$ cat src/rtl/core/rchm_pkg.sv
// ----------------------------------------------------------------------------
// rchm_pkg
// Types and constants shared by the record count hash map blocks.
// ----------------------------------------------------------------------------
package rchm_pkg;

  localparam int KEY_W = 64;
  localparam int CNT_W = 7;

  localparam logic [1:0] OP_GET = 2'd0;
  localparam logic [1:0] OP_SET = 2'd1;
  localparam logic [1:0] OP_DEL = 2'd2;

  localparam int LOAD_NUM = 7;
  localparam int LOAD_DEN = 10;

  localparam int          MIX_SHIFT = 33;
  localparam logic [63:0] MIX_C1    = 64'hff51afd7ed558ccd;
  localparam logic [63:0] MIX_C2    = 64'hc4ceb9fe1a85ec53;

  typedef struct packed {
    logic [1:0]       op;
    logic [KEY_W-1:0] rec_id;
    logic [CNT_W-1:0] set_count;
  } rchm_in_t;

  typedef struct packed {
    logic             found;
    logic [CNT_W-1:0] count_out;
    logic             status;
  } rchm_out_t;

  typedef struct packed {
    logic             valid;
    logic [KEY_W-1:0] key;
    logic [CNT_W-1:0] count;
  } rchm_slot_t;

endpackage

$ cat src/rtl/core/rchm_hash.sv
// ----------------------------------------------------------------------------
// rchm_hash
// Home slot unit: fmix64 on one shared 32x32 multiplier. For a table size that
// is not a power of two the same multiplier folds the hash below 2^32 and takes
// the remainder by reciprocal multiplication; otherwise a plain mask.
// ----------------------------------------------------------------------------
module rchm_hash
  import rchm_pkg::*;
#(
  parameter int TABLE_SLOTS = 256
) (
  input  logic                           clk,
  input  logic                           rst,
  input  logic                           start,
  input  logic [KEY_W-1:0]               key,
  output logic                           done,
  output logic [$clog2(TABLE_SLOTS)-1:0] home
);

  localparam int            IDXW    = $clog2(TABLE_SLOTS);
  localparam bit            POW2    = (TABLE_SLOTS & (TABLE_SLOTS - 1)) == 0;
  localparam logic [IDXW:0] MODN    = (IDXW + 1)'(TABLE_SLOTS);
  localparam logic [31:0]   FOLD_C  = 32'((64'd1 << 32) % 64'(TABLE_SLOTS));
  localparam logic [31:0]   RECIP_C = 32'((64'd1 << 32) / 64'(TABLE_SLOTS));
  localparam logic [31:0]   SLOTS_C = 32'(TABLE_SLOTS);

  localparam logic [3:0] H_IDLE  = 4'd0;
  localparam logic [3:0] H_M0    = 4'd1;
  localparam logic [3:0] H_M1    = 4'd2;
  localparam logic [3:0] H_M2    = 4'd3;
  localparam logic [3:0] H_M3    = 4'd4;
  localparam logic [3:0] H_FOLD  = 4'd5;
  localparam logic [3:0] H_RECIP = 4'd6;
  localparam logic [3:0] H_BACK  = 4'd7;
  localparam logic [3:0] H_FIX   = 4'd8;

  logic [3:0]      st;
  logic            rnd;
  logic [63:0]     k;
  logic [63:0]     acc;
  logic [63:0]     prod;
  logic [IDXW:0]   rr;

  logic [31:0]     mul_a;
  logic [31:0]     mul_b;
  logic [63:0]     mul_p;
  logic [63:0]     cst;
  logic [31:0]     hi_sum;
  logic [63:0]     knew;
  logic [63:0]     kx;

  assign cst    = rnd ? MIX_C2 : MIX_C1;
  assign mul_p  = 64'(mul_a) * 64'(mul_b);
  assign hi_sum = acc[63:32] + prod[31:0];
  assign knew   = {hi_sum, acc[31:0]};
  assign kx     = knew ^ (knew >> MIX_SHIFT);

  always_comb begin
    case (st)
      H_M1: begin
        mul_a = k[63:32];
        mul_b = cst[31:0];
      end
      H_M2: begin
        mul_a = k[31:0];
        mul_b = cst[63:32];
      end
      H_FOLD: begin
        mul_a = k[63:32];
        mul_b = FOLD_C;
      end
      H_RECIP: begin
        mul_a = k[31:0];
        mul_b = RECIP_C;
      end
      H_BACK: begin
        mul_a = prod[63:32];
        mul_b = SLOTS_C;
      end
      default: begin
        mul_a = k[31:0];
        mul_b = cst[31:0];
      end
    endcase
  end

  always_ff @(posedge clk) begin
    if (rst) begin
      st   <= H_IDLE;
      done <= 1'b0;
    end else begin
      done <= ((st == H_M3) && rnd && POW2) || (st == H_FIX);
      case (st)
        H_IDLE: begin
          if (start) begin
            k   <= key ^ (key >> MIX_SHIFT);
            rnd <= 1'b0;
            st  <= H_M0;
          end
        end
        H_M0: begin
          prod <= mul_p;
          st   <= H_M1;
        end
        H_M1: begin
          acc  <= prod;
          prod <= mul_p;
          st   <= H_M2;
        end
        H_M2: begin
          acc[63:32] <= hi_sum;
          prod       <= mul_p;
          st         <= H_M3;
        end
        H_M3: begin
          k <= kx;
          if (!rnd) begin
            rnd <= 1'b1;
            st  <= H_M0;
          end else if (POW2) begin
            home <= kx[IDXW-1:0];
            st   <= H_IDLE;
          end else begin
            st <= H_FOLD;
          end
        end
        H_FOLD: begin
          // fold the upper word back in until the value fits 32 bits
          if (k[63:32] == '0) begin
            st <= H_RECIP;
          end else begin
            k <= mul_p + {32'd0, k[31:0]};
          end
        end
        H_RECIP: begin
          prod <= mul_p;
          st   <= H_BACK;
        end
        H_BACK: begin
          rr <= (IDXW + 1)'(k[31:0] - mul_p[31:0]);
          st <= H_FIX;
        end
        H_FIX: begin
          home <= (rr >= MODN) ? IDXW'(rr - MODN) : IDXW'(rr);
          st   <= H_IDLE;
        end
        default: begin
          st <= H_IDLE;
        end
      endcase
    end
  end

endmodule

$ cat config.mk
export PLATFORM = sky130hd
export DESIGN_NAME = rchm_hash
export DESIGN_NICKNAME = d
export VERILOG_FILES = /design/src/rtl/core/rchm_pkg.sv /design/src/rtl/core/rchm_hash.sv
export SDC_FILE = /design/constraint.sdc
export NUM_CORES = 2
export LEC_CHECK = 0
export BUFFER_PORTS_ARGS = -buffer_cell sky130_fd_sc_hd__buf_4
export CELL_PAD_IN_SITES_DETAIL_PLACEMENT = 1
export CELL_PAD_IN_SITES_GLOBAL_PLACEMENT = 1
export CORE_MARGIN = 2
export CORE_UTILIZATION = 53
export DETAILED_ROUTE_END_ITERATION = 16
export GPL_ROUTABILITY_DRIVEN = 0
export PLACE_DENSITY_LB_ADDON = 0.1
export SETUP_SLACK_MARGIN = 0.02
export SYNTH_ARGS = -nofsm -noshare
export SYNTH_HDL_FRONTEND = slang
export SYNTH_SLANG_ARGS = --single-unit
$ cat constraint.sdc
create_clock -name clk -period 13.82 [get_ports clk]
set_clock_uncertainty 0.1 [all_clocks]
set_input_delay 1.382 -clock clk [delete_from_list [all_inputs] [get_ports clk]]
set_output_delay 1.382 -clock clk [all_outputs]
set_load 0.005 [all_outputs]
==> impl_table.tex <==
\begin{tabular}{lr}
\hline
Metric & Value \\
\hline
\multicolumn{2}{l}{\textbf{Run status}} \\
\quad Result of the run & completed \\
\multicolumn{2}{l}{\textbf{Worst setup path}} \\
\quad Worst R2R End & k[57]\$\_DFFE\_PP\_ \\
\quad Required @ worst endpoint & $\sim$14 ns \\
\quad Maximum net fanout on the critical path & 30 \\
\quad Crit. End Element & flop \\
\quad Number of cells on the worst reg-to-reg path & 43 \\
\quad Slowest Stage Delay on Critical Path & 0.57 ns \\
\quad Worst setup startpoint & st[0]\$\_SDFFE\_PP0P\_ \\
\quad Setup crit start kind & flop \\
\quad Most Frequent Cell on Critical Path & fa\_1 \\
\quad Kind of critical path & reg -> reg \\
\quad Data arrival time of the worst path & around 13 ns \\
\quad R2R Path Start & st[0]\$\_SDFFE\_PP0P\_ \\
\quad End point of the critical path & k[57]\$\_DFFE\_PP\_ \\
\quad Setup slack of the most critical reg-to-reg path & $\sim$0.53 ns \\
\quad Highest-delay cell along the critical path & xor2\_1 \\
\multicolumn{2}{l}{\textbf{Clocking}} \\
\quad Hold buffers post-CTS & 0 \\
\quad Clk slew on worst S/H paths & 0.07 ns \\
\quad Clk root buf & clkbuf\_16 \\
\quad Number of buffers created by CTS & 21 \\
\quad Clock Latency Late Sink & 0.53 ns \\
\quad Buffers from clock root to sink, at most & 3 \\
\quad H-tree levels & 1 \\
\quad CTS sink cnt & around 210 \\
\quad TritonCTS clock tree & done \\
\multicolumn{2}{l}{\textbf{Floorplan}} \\
\quad Horizontal die dimension & approximately 290 um \\
\quad I/O pin total & 76 \\
\quad Core Rows & 105 \\
\quad Starting utilization of the core area & between 50\% and 60\% \\
\quad Die H & about 290 um \\
\quad Die area & 85,500 um2 \\
\quad Floorplan core area & 82,200 um2 \\
\multicolumn{2}{l}{\textbf{Timing}} \\
\quad Highest clock frequency the design can meet & around 0.075 GHz \\
\quad Max-slew violation count & 0 \\
\quad Min Clock Period, post-route & 13.29 ns \\
\quad Final hold violations & 0 \\
\quad Worst slew pin tran & 1.44 ns \\
\quad Rel. slew slack & approximately 3.9\% \\
\quad Share of the clock period used by the worst path & a little over nine tenths \\
\quad Number of failing setup endpoints in the final timing report & 0 \\
\multicolumn{2}{l}{\textbf{Placement}} \\
\quad DP Area & roughly 46,000 um2 \\
\quad Quantity of I/O buffers inserted on ports & 75 \\
\quad Detailed Place HPWL & 149 mm \\
\quad DP Cell Count & $\sim$5,700 \\
\multicolumn{2}{l}{\textbf{GRT}} \\
\quad Pin count of the biggest net entering global routing & 62 \\
\quad Total congestion overflow after global routing & 0 \\
\quad Via count of the first global-routing pass & about 40,000 \\
\quad First-pass GRT wire length & $\sim$260 mm \\
\quad Number of antenna violations at the first check in global routing & 7 \\
\quad Global routing usage summed across all routing layers & 41.4\% \\
\multicolumn{2}{l}{\textbf{Route}} \\
\quad Vias per Instance & approximately 6.3 \\
\quad Via count & 36,100 \\
\quad Total Wirelength & 174 mm \\
\quad Number of remaining DRC errors & 0 \\
\quad DRC marker count from the first detailed-route iteration & 3,655 \\
\quad Post-detailed-route wirelength per cell & between 30 and 40 um \\
\quad Remaining antenna violation count after routing & 0 \\
\quad Number of detailed-routing iterations run before antenna repair & 5 \\
\multicolumn{2}{l}{\textbf{Synthesis}} \\
\quad Fraction of registers with async set/reset & 0\% \\
\quad Synth warn & 0 \\
\quad Sequential cell area fraction in the yosys report & between 10 and 15\% \\
\quad EDFF count, synth & about 210 \\
\quad Synth Area per Inst & roughly 9.5 um2 \\
\quad Predominant post-synthesis flop cell & edfxtp\_1 \\
\quad Flops \& latches, synth & $\sim$210 \\
\quad Distinct cell type count after synthesis & 96 \\
\quad Cells after synthesis & about 4,600 \\
\quad Syn Std Cell Area & 44,100 um2 \\
\quad Syn Nets & 5,935 \\
\multicolumn{2}{l}{\textbf{Hold path}} \\
\quad Class of the most critical hold timing path & reg -> reg \\
\multicolumn{2}{l}{\textbf{Cells and area}} \\
\quad Leading cell type in the layout, fill and taps excluded & inv\_1 \\
\quad Area added between synthesis and finish & 6.18\% \\
\quad Net count reported at finish & 5,957 \\
\quad Filler-free cell count of the finished design & around 5,800 \\
\quad Final design instance area without fill & approximately 47,000 um2 \\
\quad Most frequent cells in the layout & inv\_1 (994), fa\_1 (802), nand2\_1 (426) \\
\quad Ratio of cells with drive above 1 in the final layout & about 5.7\% \\
\multicolumn{2}{l}{\textbf{Job}} \\
\quad Max-capacitance violation count & 0 \\
\hline
\end{tabular}
[through the flow]
stage	hold slack (ns)	setup TNS, ns	utilization, %	setup slack (ns)
floorplan	0.331	0	-	1.05
global placement	0.347	0	56.0	0.917
detailed placement	0.346	0	56.0	0.566
CTS	0.361	0	56.9	0.497
global route	0.382	-0.0156	56.9	-0.0142
finish	0.368	0	56.9	0.532
[final cells by class]
cell class | instances | area [um2]
clock inverters | 13 | 190
clock buffers | 23 | 533
inverters | 996 | 3740
repair buffers | 154 | 1170
multi-input cells | 3284 | 33500
fillers | 9306 | 35400
flip-flops and latches | 214 | 6380
well taps | 1070 | 1340
diodes | 1 | 2.50
[cells in the mapped netlist (35+ instances only)]
master	number	area, um2
nor3_1	39	195
inv_1	994	3730
nor2_1	341	1280
a21o_1	85	638
a21oi_1	197	986
xor2_1	110	963
xnor2_1	134	1170
and3_1	42	263
a22oi_1	35	263
ha_1	417	5220
nand2_1	426	1600
o21ai_0	169	846
fa_1	802	16100
edfxtp_1	209	6280
clkbuf_1	132	495
nand4_1	41	257
nand3_1	44	220
[registers in the layout (all words and copies together), names as in the netlist]
register,flops
rr,8
k,64
st,4
rnd,1
acc,64
home,8
prod,64
done,1
[critical path: cells and delay by family, from the launching register on]
family	cells	cell delay (ns)
buffers and inverters	10	1.79
flip-flops	1	0.31
AND/OR/NAND/NOR	13	2.85
AO/OA/AOI/OAI	8	2.28
XOR/XNOR	2	0.81
adder cells (fa/ha/maj)	10	4.83
[worst min-delay path by stage]
stage / startpoint / to / cells past startpoint
5_1_grt: prod[21]$_DFFE_PP_ / acc[21]$_DFFE_PP_ / 0
4_1_cts: prod[10]$_DFFE_PP_ / acc[10]$_DFFE_PP_ / 0
6_report: prod[8]$_DFFE_PP_ / acc[8]$_DFFE_PP_ / 0
3_5_place_dp: prod[8]$_DFFE_PP_ / acc[8]$_DFFE_PP_ / 0
2_1_floorplan: prod[0]$_DFFE_PP_ / acc[0]$_DFFE_PP_ / 0
3_3_place_gp: prod[8]$_DFFE_PP_ / acc[8]$_DFFE_PP_ / 0
[cell families after synthesis]
group / synth area share [%]
AOI/OAI and AO/OA: 11.3
xor gates and xnor gates: 4.96
adders and majority gates: 48.3
buffers and inverters: 9.85
DFF: 14.5
muxes: 0.250
and+or+nand+nor: 10.9
[per-layer routing]
metal | global-route usage, % | share of wire [%]
met1 | 52.5 | 38
met2 | 64.4 | 45
met3 | 8.68 | 9.2
met4 | 27.1 | 8.4
met5 | 0 | 0.046
[what timing repair did]
| action | CTS | global route |
|---|---|---|
| endpoints found under the setup margin | 0 | 18 |
| setup buffers | 0 | 3 |
| gates resized for setup | 0 | 0 |
Power is left out: the tool's default activity adds up to more than one toggle a clock period on the data nets, which glitch-free logic cannot reach.
